`src/rtl/core/ucfp_pkg.sv`:
```
// ---------------------------------------------------------------------------
// ucfp_pkg: shared types and constants of the UART command frame parser
// Holds the frame layout, character codes, the configuration record, the
// request record handed from the frame tracker to the response generator,
// and the fixed error text.
// ---------------------------------------------------------------------------
`default_nettype none

package ucfp_pkg;

    // Character codes
    localparam logic [7:0] CR_CHAR    = 8'h0D;
    localparam logic [7:0] LF_CHAR    = 8'h0A;
    localparam logic [7:0] DIGIT_BASE = 8'h30;

    // Frame layout
    localparam int FRAME_LEN = 15;
    localparam int HEAD_LEN  = 10;   // positions 0..9 are echoed unchanged
    localparam int ECHO_LEN  = FRAME_LEN + 1;
    localparam int ERR_LEN   = 37;

    localparam logic [4:0] POS_TYPE      = 5'd8;
    localparam logic [4:0] POS_KIND      = 5'd9;
    localparam logic [4:0] POS_DIGIT0    = 5'd10;
    localparam logic [4:0] POS_DIGIT3    = 5'd13;
    localparam logic [4:0] POS_END       = 5'd14;
    localparam logic [4:0] POS_FULL      = 5'd15;
    localparam logic [4:0] POS_SATURATED = 5'd16;

    // Configuration register indexes
    localparam logic [7:0] REG_HEADER    = 8'd0;
    localparam logic [7:0] REG_TYPE      = 8'd1;
    localparam logic [7:0] REG_DATA_KIND = 8'd2;
    localparam logic [7:0] REG_END       = 8'd3;

    // Fixed error response, first character in the top bits
    localparam logic [ERR_LEN*8-1:0] ERR_TEXT =
        {"Eksik veya Hatali Tuslama Yaptiniz!!", LF_CHAR};

    typedef struct packed {
        logic [63:0] header;
        logic [7:0]  frame_type;
        logic [7:0]  data_kind;
        logic [7:0]  end_byte;
    } cfg_t;

    typedef enum logic [1:0] {
        RESP_PERIOD = 2'd0,
        RESP_ECHO   = 2'd1,
        RESP_ERROR  = 2'd2
    } resp_kind_t;

    // Response request issued when a carriage return closes a frame
    typedef struct packed {
        logic                       valid;
        resp_kind_t                 kind;
        logic [15:0]                period;
        logic [15:0]                count;
        logic [HEAD_LEN-1:0][7:0]   head;
        logic [7:0]                 end_byte;
    } frame_req_t;

    // Character of the error text at a given index
    function automatic logic [7:0] err_char(input logic [5:0] idx);
        logic [5:0] rev;
        begin
            rev = 6'(ERR_LEN - 1) - idx;
            return ERR_TEXT[{rev, 3'b000} +: 8];
        end
    endfunction

endpackage

`default_nettype wire

```
`src/rtl/core/ucfp_frame.sv`:
```
// ---------------------------------------------------------------------------
// ucfp_frame: frame position tracker and field checker
// Consumes one received character per step, checks fixed positions against
// the configured bytes, keeps the echoed bytes, builds the period value and
// issues a response request when a carriage return closes the frame.
// ---------------------------------------------------------------------------
`default_nettype none

module ucfp_frame
    import ucfp_pkg::*;
(
    input  wire logic        clk,
    input  wire logic        rst_n,
    input  wire cfg_t        cfg,
    input  wire logic        step,
    input  wire logic [7:0]  rx_byte,
    input  wire logic [15:0] timer_count,
    output frame_req_t       req
);

    logic [4:0]               pos_reg,      pos_next;
    logic                     mismatch_reg, mismatch_next;
    logic                     set_mode_reg, set_mode_next;
    logic [15:0]              acc_reg,      acc_next;
    logic [HEAD_LEN-1:0][7:0] head_reg,     head_next;
    logic [7:0]               end_reg,      end_next;

    logic        is_cr;
    logic [7:0]  hdr_byte;
    logic [15:0] digit;
    logic [15:0] acc_times_ten;

    assign is_cr    = (rx_byte == CR_CHAR);
    assign hdr_byte = cfg.header[{pos_reg[2:0], 3'b000} +: 8];
    assign digit    = {8'd0, rx_byte - DIGIT_BASE};
    assign acc_times_ten = {acc_reg[12:0], 3'b000} + {acc_reg[14:0], 1'b0};

    // Next frame state for one character
    always_comb
    begin
        pos_next      = pos_reg;
        mismatch_next = mismatch_reg;
        set_mode_next = set_mode_reg;
        acc_next      = acc_reg;
        head_next     = head_reg;
        end_next      = end_reg;
        if (step)
        begin
            if (is_cr)
            begin
                pos_next      = 5'd0;
                mismatch_next = 1'b0;
            end
            else
            begin
                if (pos_reg < POS_TYPE)
                begin
                    if (rx_byte != hdr_byte)
                    begin
                        mismatch_next = 1'b1;
                    end
                end
                else if (pos_reg == POS_TYPE)
                begin
                    set_mode_next = (rx_byte == cfg.frame_type);
                end
                else if (pos_reg == POS_KIND)
                begin
                    if (rx_byte != cfg.data_kind)
                    begin
                        mismatch_next = 1'b1;
                    end
                end
                else if (pos_reg == POS_END)
                begin
                    if (rx_byte != cfg.end_byte)
                    begin
                        mismatch_next = 1'b1;
                    end
                end

                // Keep the bytes that are echoed unchanged
                if (pos_reg < 5'(HEAD_LEN))
                begin
                    head_next[pos_reg[3:0]] = rx_byte;
                end
                if (pos_reg == POS_END)
                begin
                    end_next = rx_byte;
                end

                // Period built digit by digit in Horner form
                if (pos_reg == POS_DIGIT0)
                begin
                    acc_next = digit;
                end
                else if (pos_reg > POS_DIGIT0 && pos_reg <= POS_DIGIT3)
                begin
                    acc_next = acc_times_ten + digit;
                end

                if (pos_reg < POS_SATURATED)
                begin
                    pos_next = pos_reg + 5'd1;
                end
            end
        end
    end

    // Control state
    always_ff @(posedge clk or negedge rst_n)
    begin
        if (!rst_n)
        begin
            pos_reg      <= 5'd0;
            mismatch_reg <= 1'b0;
            set_mode_reg <= 1'b0;
        end
        else
        begin
            pos_reg      <= pos_next;
            mismatch_reg <= mismatch_next;
            set_mode_reg <= set_mode_next;
        end
    end

    // Frame payload
    always_ff @(posedge clk)
    begin
        acc_reg  <= acc_next;
        head_reg <= head_next;
        end_reg  <= end_next;
    end

    // Response request on frame close
    always_comb
    begin
        req.valid    = step && is_cr;
        req.period   = acc_reg;
        req.count    = timer_count;
        req.head     = head_reg;
        req.end_byte = end_reg;
        if (pos_reg == POS_FULL && !mismatch_reg)
        begin
            req.kind = set_mode_reg ? RESP_PERIOD : RESP_ECHO;
        end
        else
        begin
            req.kind = RESP_ERROR;
        end
    end

endmodule

`default_nettype wire

```
`src/rtl/core/ucfp_resp.sv`:
```
// ---------------------------------------------------------------------------
// ucfp_resp: response generator
// Holds one response and sends it one transfer per cycle while out_ready
// is high: a period load, the 16-character echo or the 37-character error
// text. The timer count is turned into four decimal digits, one per cycle,
// while the leading echo characters go out.
// ---------------------------------------------------------------------------
`default_nettype none

module ucfp_resp
    import ucfp_pkg::*;
(
    input  wire logic        clk,
    input  wire logic        rst_n,
    input  wire frame_req_t  req,
    output logic             idle,
    output logic             out_valid,
    input  wire logic        out_ready,
    output logic [7:0]       tx_byte,
    output logic             tx_valid,
    output logic             period_write,
    output logic [15:0]      new_period,
    output logic             last
);

    typedef enum logic [3:0] {
        ST_IDLE   = 4'b0001,
        ST_PERIOD = 4'b0010,
        ST_ECHO   = 4'b0100,
        ST_ERROR  = 4'b1000
    } state_t;

    state_t      state_reg, state_next;
    logic [5:0]  idx_reg,   idx_next;
    logic [2:0]  conv_cnt_reg;
    logic [15:0] conv_val_reg;
    logic [15:0] period_reg;
    logic [ECHO_LEN-1:0][7:0] echo_reg;

    logic        advance;
    logic [31:0] conv_prod;
    logic [12:0] conv_quot;
    logic [15:0] conv_rem;
    logic [3:0]  conv_idx;

    // Divide by ten through the reciprocal, exact for all 16-bit values
    assign conv_prod = conv_val_reg * 16'd52429;
    assign conv_quot = conv_prod[31:19];
    assign conv_rem  = conv_val_reg - ({conv_quot, 3'b000} + {2'b00, conv_quot, 1'b0});
    assign conv_idx  = 4'd9 + {1'b0, conv_cnt_reg};

    assign idle      = (state_reg == ST_IDLE);
    assign out_valid = !idle;
    assign advance   = out_valid && out_ready;

    // Output characters
    always_comb
    begin
        tx_byte      = 8'd0;
        tx_valid     = 1'b0;
        period_write = 1'b0;
        new_period   = 16'd0;
        last         = 1'b0;
        unique case (state_reg)
            ST_IDLE:
            begin
            end
            ST_PERIOD:
            begin
                period_write = 1'b1;
                new_period   = period_reg;
                last         = 1'b1;
            end
            ST_ECHO:
            begin
                tx_byte  = echo_reg[idx_reg[3:0]];
                tx_valid = 1'b1;
                last     = (idx_reg == 6'(ECHO_LEN - 1));
            end
            ST_ERROR:
            begin
                tx_byte  = err_char(idx_reg);
                tx_valid = 1'b1;
                last     = (idx_reg == 6'(ERR_LEN - 1));
            end
            default:
            begin
            end
        endcase
    end

    // Sequencer
    always_comb
    begin
        state_next = state_reg;
        idx_next   = idx_reg;
        if (idle)
        begin
            if (req.valid)
            begin
                idx_next = 6'd0;
                case (req.kind)
                    RESP_PERIOD: state_next = ST_PERIOD;
                    RESP_ECHO:   state_next = ST_ECHO;
                    default:     state_next = ST_ERROR;
                endcase
            end
        end
        else if (advance)
        begin
            if (last)
            begin
                state_next = ST_IDLE;
            end
            else
            begin
                idx_next = idx_reg + 6'd1;
            end
        end
    end

    always_ff @(posedge clk or negedge rst_n)
    begin
        if (!rst_n)
        begin
            state_reg    <= ST_IDLE;
            idx_reg      <= 6'd0;
            conv_cnt_reg <= 3'd0;
        end
        else
        begin
            state_reg <= state_next;
            idx_reg   <= idx_next;
            if (idle && req.valid)
            begin
                conv_cnt_reg <= 3'd4;
            end
            else if (conv_cnt_reg != 3'd0)
            begin
                conv_cnt_reg <= conv_cnt_reg - 3'd1;
            end
        end
    end

    // Response payload and digit conversion
    always_ff @(posedge clk)
    begin
        if (idle && req.valid)
        begin
            period_reg   <= req.period;
            conv_val_reg <= req.count;
            for (int i = 0; i < HEAD_LEN; i++)
            begin
                echo_reg[i] <= req.head[i];
            end
            echo_reg[FRAME_LEN - 1] <= req.end_byte;
            echo_reg[FRAME_LEN]     <= LF_CHAR;
        end
        else if (conv_cnt_reg != 3'd0)
        begin
            conv_val_reg       <= {3'b000, conv_quot};
            echo_reg[conv_idx] <= DIGIT_BASE + {4'd0, conv_rem[3:0]};
        end
    end

endmodule

`default_nettype wire

```
`src/rtl/core/uart_command_frame_parser.sv`:
```
// ---------------------------------------------------------------------------
// uart_command_frame_parser: command frame parser for a serial console
// Registers received characters, tracks the command frame and streams the
// period load, echo or error response.
// ---------------------------------------------------------------------------
// Characters enter through the slave stream at up to one per cycle; an
// ordinary character is absorbed by the input register and then by the frame
// tracker, also while a response is still being sent. A carriage return
// is taken from the input register only when the response generator is
// idle, so a frame end waits for the previous response to drain. A response
// takes 1 transfer (period load), 16 transfers (echo) or 37 transfers
// (error text), one per cycle while m_tready is high. The configuration
// port always accepts and must only be written while idle.
// ---------------------------------------------------------------------------
`default_nettype none

module uart_command_frame_parser
    import ucfp_pkg::*;
(
    input  wire logic        clk,
    input  wire logic        rst_n,

    // Configuration writes
    input  wire logic        cfg_valid,
    output logic             cfg_ready,
    input  wire logic [7:0]  cfg_index,
    input  wire logic [63:0] cfg_data,

    // Received characters
    input  wire logic        s_tvalid,
    output logic             s_tready,
    input  wire logic [23:0] s_tdata,   // rx_byte[7:0], timer_count[23:8]

    // Responses
    output logic             m_tvalid,
    input  wire logic        m_tready,
    output logic [23:0]      m_tdata,   // tx_byte[7:0], new_period[23:8]
    output logic [1:0]       m_tuser,   // tx_valid[0], period_write[1]
    output logic             m_tlast
);

    cfg_t        cfg_reg;
    logic        in_valid_reg;
    logic [7:0]  in_byte_reg;
    logic [15:0] in_count_reg;

    logic        gen_idle;
    logic        consume;
    frame_req_t  req;
    logic [7:0]  tx_byte;
    logic        tx_valid;
    logic        period_write;
    logic [15:0] new_period;

    // Configuration registers
    assign cfg_ready = 1'b1;

    always_ff @(posedge clk or negedge rst_n)
    begin
        if (!rst_n)
        begin
            cfg_reg <= '0;
        end
        else if (cfg_valid)
        begin
            unique case (cfg_index)
                REG_HEADER:    cfg_reg.header     <= cfg_data;
                REG_TYPE:      cfg_reg.frame_type <= cfg_data[7:0];
                REG_DATA_KIND: cfg_reg.data_kind  <= cfg_data[7:0];
                REG_END:       cfg_reg.end_byte   <= cfg_data[7:0];
                default:
                begin
                end
            endcase
        end
    end

    // Input register; a frame end holds until the response side is free
    assign consume  = in_valid_reg && (in_byte_reg != CR_CHAR || gen_idle);
    assign s_tready = !in_valid_reg || consume;

    always_ff @(posedge clk or negedge rst_n)
    begin
        if (!rst_n)
        begin
            in_valid_reg <= 1'b0;
        end
        else if (s_tready)
        begin
            in_valid_reg <= s_tvalid;
        end
    end

    always_ff @(posedge clk)
    begin
        if (s_tvalid && s_tready)
        begin
            in_byte_reg  <= s_tdata[7:0];
            in_count_reg <= s_tdata[23:8];
        end
    end

    ucfp_frame u_frame (
        .clk         (clk),
        .rst_n       (rst_n),
        .cfg         (cfg_reg),
        .step        (consume),
        .rx_byte     (in_byte_reg),
        .timer_count (in_count_reg),
        .req         (req)
    );

    ucfp_resp u_resp (
        .clk          (clk),
        .rst_n        (rst_n),
        .req          (req),
        .idle         (gen_idle),
        .out_valid    (m_tvalid),
        .out_ready    (m_tready),
        .tx_byte      (tx_byte),
        .tx_valid     (tx_valid),
        .period_write (period_write),
        .new_period   (new_period),
        .last         (m_tlast)
    );

    // Output packing
    assign m_tdata = {new_period, tx_byte};
    assign m_tuser = {period_write, tx_valid};

endmodule

`default_nettype wire
```
`config.mk`:
```
export PLATFORM = sky130hd
export DESIGN_NAME = uart_command_frame_parser
export DESIGN_NICKNAME = d
export VERILOG_FILES = /design/src/rtl/core/ucfp_pkg.sv /design/src/rtl/core/ucfp_frame.sv /design/src/rtl/core/ucfp_resp.sv /design/src/rtl/core/uart_command_frame_parser.sv
export SDC_FILE = /design/constraint.sdc
export NUM_CORES = 1
export LEC_CHECK = 0
export ABC_CLOCK_PERIOD_IN_PS = 20100
export BUFFER_PORTS_ARGS = -buffer_cell sky130_fd_sc_hd__buf_2
export CORE_ASPECT_RATIO = 0.9
export CORE_MARGIN = 2
export CORE_UTILIZATION = 30
export DETAILED_ROUTE_END_ITERATION = 16
export PLACE_DENSITY = 0.49
export SLEW_MARGIN = 20
export SYNTH_ARGS = -nofsm -noshare
export SYNTH_HDL_FRONTEND = slang
export SYNTH_SLANG_ARGS = --single-unit
```
`constraint.sdc`:
```
create_clock -name clk -period 20.1 [get_ports clk]
set_input_delay 0 -clock clk [delete_from_list [all_inputs] [get_ports clk]]
set_output_delay 0 -clock clk [all_outputs]
set_load 0.02 [all_outputs]
```
---- Word-level counts from Yosys, hierarchy flattened ----
Cells that the tools add are included.
storage, ports and cells
  output and inout port bits .............. 30
  input bits .............................. 101
  register bits after elaboration ......... 397
operators by class
  shift operators ......................... 2
  order comparisons ....................... 10
  multiply operators ...................... 1
  reductions and logical operators ........ 38
  add/subtract/negate cells ............... 11
  mux-type cells .......................... 43
  equality and inequality tests ........... 26
  bitwise gates (word level) .............. 3
operator list
  kind                       number
  $shiftx 296x10->8 const A  1
  $bwmux 128                 1
  $mux 120                   1
  $bwmux 80                  1
  $mux 80                    1
  $demux 8 s4                2
  $mux 16                    4
  $shiftx 64x7->8            1
  $mux 8                     5
  $bmux 8 s4                 1
  $mul 16x16->32 const B     1
  $eq 5x4->1 const B         5
  $mux 6                     4
  $ne 8x8->1                 3
  $add 16x16->16             1
  $add 16x8->16              1
  $eq 8x2->1 const B         2
  $mux 4                     4
  $pmux 8 s2                 1
  $lt 4x5->1 const B         3
  $reduce_and 3->1           5
  $reduce_and 2->1           6
  $mux 1                     11
  $lt 5x4->1 const B         2
  45 further kinds           67

---- Logic depth before layout (Yosys ltp) ----
  word-level depth ........................ 8
  depth in mapped cells ................... 27
  mapped depth without buffers ............ 26

---- Cells and area by module ----
A second synthesis with hierarchy kept.
unflattened totals
  cells, all modules ...................... 1743
  area total of the unflattened synthesis .. 22332.7 µm²
by module, submodules not included
  module                     area an instance (µm²)  instances  cells each
  ucfp_resp                  12421.9                 1          1098
  ucfp_frame                 5753.0                  1          417
  uart_command_frame_parser  4157.7                  1          228

---- Worst setup path before layout ----
OpenSTA, ideal clock, no wires.
  path type ............................... register to register
  from .................................... reg u_resp.conv_val_reg[4]
  to ...................................... reg u_resp.echo_reg[115] (netlist bit), data pin
  setup slack ............................. 13376 ps
  buffers on the path ..................... 1
  stages on the path, launching flop included .. 25
  data arrival time ....................... 6459 ps
  period minus slack after synthesis ...... 6724 ps
  cells stage by stage .................... edfxtp_1 -> ha_1 -> fa_1 -> inv_1 -> fa_1 -> fa_1 -> inv_1 -> fa_1 -> inv_1 -> fa_1 -> inv_1 -> ha_1 -> nand3_1 -> a21oi_1 -> or3_1 -> a21o_1 -> xor2_1 -> ha_1 -> nor3b_1 -> nor3_1 -> o21a_1 -> a2111oi_2 -> and2_4 -> buf_4 -> o211ai_1
between the ends
  cells in the longest elaborated chain, start to end .. 7
RTL lines
  element                        RTL line          text
  start, declared                ucfp_resp.sv:36   logic [15:0] conv_val_reg;
  start signal, assigned         ucfp_resp.sv:151  conv_val_reg <= req.count;
  start signal, assigned         ucfp_resp.sv:161  conv_val_reg <= {3'b000, conv_quot};
  $mul 16x16->32                 ucfp_resp.sv:47   assign conv_prod = conv_val_reg * 16'd52429;
  $add 4x4->4                    ucfp_resp.sv:49   assign conv_rem = conv_val_reg - ({conv_quot, 3'b000} + {2'b00, conv_quot, 1'b0});
  $sub 4x4->4                    ucfp_resp.sv:49
  $add 6x4->7                    ucfp_resp.sv:162  echo_reg[conv_idx] <= DIGIT_BASE + {4'd0, conv_rem[3:0]};
  $bwmux 128                     ucfp_resp.sv:162
  $mux 120                       ucfp_resp.sv:159  else if (conv_cnt_reg != 3'd0)
  $mux 8                         ucfp_resp.sv:148  if (idle && req.valid)
  end signal, assigned by index  ucfp_resp.sv:154  echo_reg[i] <= req.head[i];
  end signal, assigned by index  ucfp_resp.sv:156  echo_reg[FRAME_LEN - 1] <= req.end_byte;
  end signal, assigned by index  ucfp_resp.sv:162
  end, declared                  ucfp_resp.sv:38   logic [ECHO_LEN-1:0][7:0] echo_reg;
No other way between the ends. The select of a mux whose other input is x is not followed.
A chain may end at the register's enable or synchronous reset.

---- Worst setup path after layout ----
  from .................................... reg u_resp.conv_val_reg[4]
  to ...................................... reg u_resp.echo_reg[107] (netlist bit), data pin
between the ends
  cells in the longest elaborated chain, start to end .. 5
RTL lines
  element                       RTL line          text
  $mul 16x16->32                ucfp_resp.sv:47
  $add 4x4->4                   ucfp_resp.sv:49
  $sub 4x4->4                   ucfp_resp.sv:49
  named net u_resp.conv_rem[3]  ucfp_resp.sv:43   logic [15:0] conv_rem;
  $add 6x4->7                   ucfp_resp.sv:162
  $bwmux 128                    ucfp_resp.sv:162
The timed path passes the listed nets, and every way through them passes these cells.

==> results.json <==
{
  "pre_cts_ws_ns": 12.41,
  "cts_tree": "yes",
  "clkPwrFrac": 0.410,
  "tns_ns": 0,
  "path_buf_inv": 4,
  "synth_enable_flop_cells": 264,
  "ir_drop_uv": 63.6,
  "ys_warn_count": 0,
  "dpl.hpwl_um": 44300,
  "max_cap_violations": 0,
  "grt_overflow": 0,
  "switching_share": 0.271,
  "drv_slew": 0,
  "area_delta_synth_final_pct": 18.5,
  "cts_root_buffer": "clkbuf_16",
  "avgViaCountPerCell": 4.92,
  "drtIter0Drc": 1240,
  "dr.pass1.iters": 6,
  "synth_area_mm2": 0.0224,
  "outcome": "finished clean",
  "fin_crit_sh": 0.387,
  "p_seq_frac": 0.433,
  "tightest_slew_ns": 1.09,
  "crit_type": "reg2reg",
  "p_leak_nw": 11.4,
  "slew_headroom": 0.271,
  "fillers": 7263,
  "end_kind": "register",
  "die_x_um": 292,
  "io_pins": 131,
  "cts.clk_slew.worst_paths_ns": 0.06,
  "crit_family": "adder cells",
  "syn-num-nets": 2168,
  "avgSynthCellArea_um2": 12.4,
  "largest_reg_flops": 109,
  "die_h_um": 263,
  "hold_violations": 0,
  "yosysTopAreaCell": "edfxtp_1",
  "layout_commonest_cell": "edfxtp_1",
  "core_area_mm2": 0.0744,
  "synth_top_area_frac": 0.353,
  "grt_max_degree": 85,
  "num-nets-final": 2387,
  "wl_per_cell_um": 20.2,
  "vias": 14900,
  "async_flop_share": 0.288,
  "max_stage_delay_ns": 0.84,
  "synth-seq-area-share": 0.479,
  "crit_top_cell": "fa_1",
  "synthFlopType": "edfxtp_1",
  "start_kind": "register",
  "crit_chain": "ha_1 -> fa_1 -> inv_1 -> fa_1 -> fa_1 -> inv_1 -> fa_1 -> inv_1 -> fa_1 -> inv_1 -> ha_1 -> nand3_1 -> a21oi_1 -> or3_1 -> a21o_1 -> xor2_1 -> ha_1 -> nor3b_1 -> nor3_1 -> a22oi_1 -> and2_4 -> xor2_1",
  "hp-class": "in2reg",
  "die_area_mm2": 0.0770,
  "yosys_register_bits": 378,
  "cts_resized": 0,
  "fmax_mhz": 129,
  "power_density_mw_per_mm2": 74.6,
  "grt_pass1_wl_um": 94500,
  "mostFrequentLayoutCells": "264 x edfxtp_1, 194 x inv_1, 176 x ha_1",
  "worstPathArrival_ns": 8.13,
  "synthCells": 1805,
  "power.internal_w": 0.00145,
  "route.detailed.drc": 0,
  "skew_ns": 0.0201,
  "cts_buffer_depth": 3,
  "start_util": 0.302,
  "rsz0062_at_grt": "no",
  "p_comb_frac": 0.158,
  "ant_nets": 0,
  "place.gp.congestion": 0.873,
  "drive_above_1_share": 0.177,
  "layout_setup_ws_ns": 12.33,
  "cts_htree_levels": 2,
  "wl_um": 61300,
  "grt_pass1_vias": 15300,
  "antenna_found_initial": 1,
  "setup_viol": 0,
  "clk_latency_ns": 0.58,
  "required_ns": 20.46,
  "cts_buffers": 44,
  "clock-sinks": 378,
  "ys_types": 81,
  "synthTopCellsByArea": "edfxtp_1 35%, dfrtp_1 12%, ha_1 9.8%, fa_1 7.7%, mux2_2 4.3%",
  "p_sw_w": 0.000537,
  "io_buffer_count": 129,
  "critPathMaxFanout": 13,
  "min_period_ns": 7.77,
  "slowest_stage": "a22oi_1",
  "gr-usage-all-layers": 0.160,
  "num_rows": 95
}
[per-layer routing]
| metal | up-vias | GRT usage | part of all wire |
|---|---|---|---|
| met3 | 62 | 0.0339 | 0.060 |
| met1 | 7459 | 0.227 | 0.47 |
| li1 | 6934 | - | - |
| met4 | 0 | 0.0341 | 0.015 |
| met5 | - | 0 | 0 |
| met2 | 449 | 0.252 | 0.46 |
[worst register-to-register path, stage by stage, from the launching register on]
cell	delay (ns)
edfxtp_1	0.50
ha_1	0.42
fa_1	0.59
inv_1	0.07
fa_1	0.50
fa_1	0.55
inv_1	0.06
fa_1	0.52
inv_1	0.05
fa_1	0.53
inv_1	0.04
ha_1	0.45
nand3_1	0.13
a21oi_1	0.04
or3_1	0.38
a21o_1	0.20
xor2_1	0.16
ha_1	0.32
nor3b_1	0.35
nor3_1	0.12
a22oi_1	0.84
and2_4	0.41
xor2_1	0.32
[through the flow]
stage / cells / util / power [W] / hold slack, ns / instance area, um^2
after global placement: 2851 / 0.324 / 0.00117 / -0.0290 / 24100
after detailed placement: 2851 / 0.324 / 0.00117 / -0.0200 / 24100
after global routing: 3030 / 0.357 / 0.00207 / 0.113 / 26600
final: 3030 / 0.357 / 0.00198 / 0.131 / 26600
after CTS: 3029 / 0.357 / 0.00200 / 0.0982 / 26600
after floorplan: 1805 / - / 0.00107 / -0.296 / 22400
[power by group through the flow]
stage / clock [W] / combinational (W) / sequential (W)
finish: 0.000813 / 0.000313 / 0.000858
global route: 0.000866 / 0.000340 / 0.000860
floorplan: 0 / 0.000204 / 0.000871
detailed placement: 0 / 0.000297 / 0.000874
CTS: 0.000834 / 0.000313 / 0.000858
global placement: 0 / 0.000297 / 0.000873
[synth_stat cells, types with 24 or more instances]
library cell  instances
a21o_1               32
a21oi_1              54
a22o_1               24
and2_1               27
and3_1               39
buf_2                26
clkbuf_1             38
dfrtp_1             108
edfxtp_1            264
fa_1                 86
ha_1                176
inv_1               194
mux2_2               86
mux2i_1              24
mux4_2               28
nand2_1             118
nand3_1              31
nor2_1               84
o21ai_0              49
xnor2_1              42
xor2_1               30
[layout make-up]
cell class	instances	area [um^2]	area share
repair buffers	253	1840	0.0690
diodes	1	2.50	0.0000941
flip-flops and latches	378	10800	0.405
clock buffers	63	1280	0.0480
clock inverters	18	201	0.00758
inverters	195	734	0.0276
multi-input cells	1152	10600	0.397
well taps	970	1210	0.0456
[cell families after synthesis]
logic type                 share of synthesized area
muxes                                         0.0962
and+or+nand+nor                               0.0896
adders and majority gates                      0.175
DFF                                            0.479
buffers and inverters                         0.0502
other                                       0.000167
xor gates and xnor gates                      0.0281
AOI/OAI and AO/OA                             0.0816
[path summary, 6_finish.rpt]
kind / startpoint / endpoint / slack (ns) / depth (start not counted)
worst max-delay path: u_resp.conv_val_reg[4]$_DFFE_PP_ / u_resp.echo_reg[107]$_DFFE_PP_ / 12.33 / 22
worst min-delay path: s_tdata[21] / in_count_reg[13]$_DFFE_PP_ / 0.13 / 2
worst max register to register: u_resp.conv_val_reg[4]$_DFFE_PP_ / u_resp.echo_reg[107]$_DFFE_PP_ / 12.33 / 22
worst min register to register: u_frame.acc_reg[15]$_SDFFCE_PP0P_ / u_resp.period_reg[15]$_DFFE_PP_ / 0.42 / 0
max in group asynchronous: rst_n / cfg_reg[80]$_DFFE_PN0P_ / 18.79 / 4
min in group asynchronous: rst_n / u_resp.state_reg[0]$_DFFE_PN1P_ / 0.53 / 3
[what timing repair did]
action | in CTS | in global routing
setup buffers | 0 | 0
endpoints found under the hold margin | 142 | 0
hold buffers | 97 | 0
Note: power is estimated with default switching activity, not from simulation.
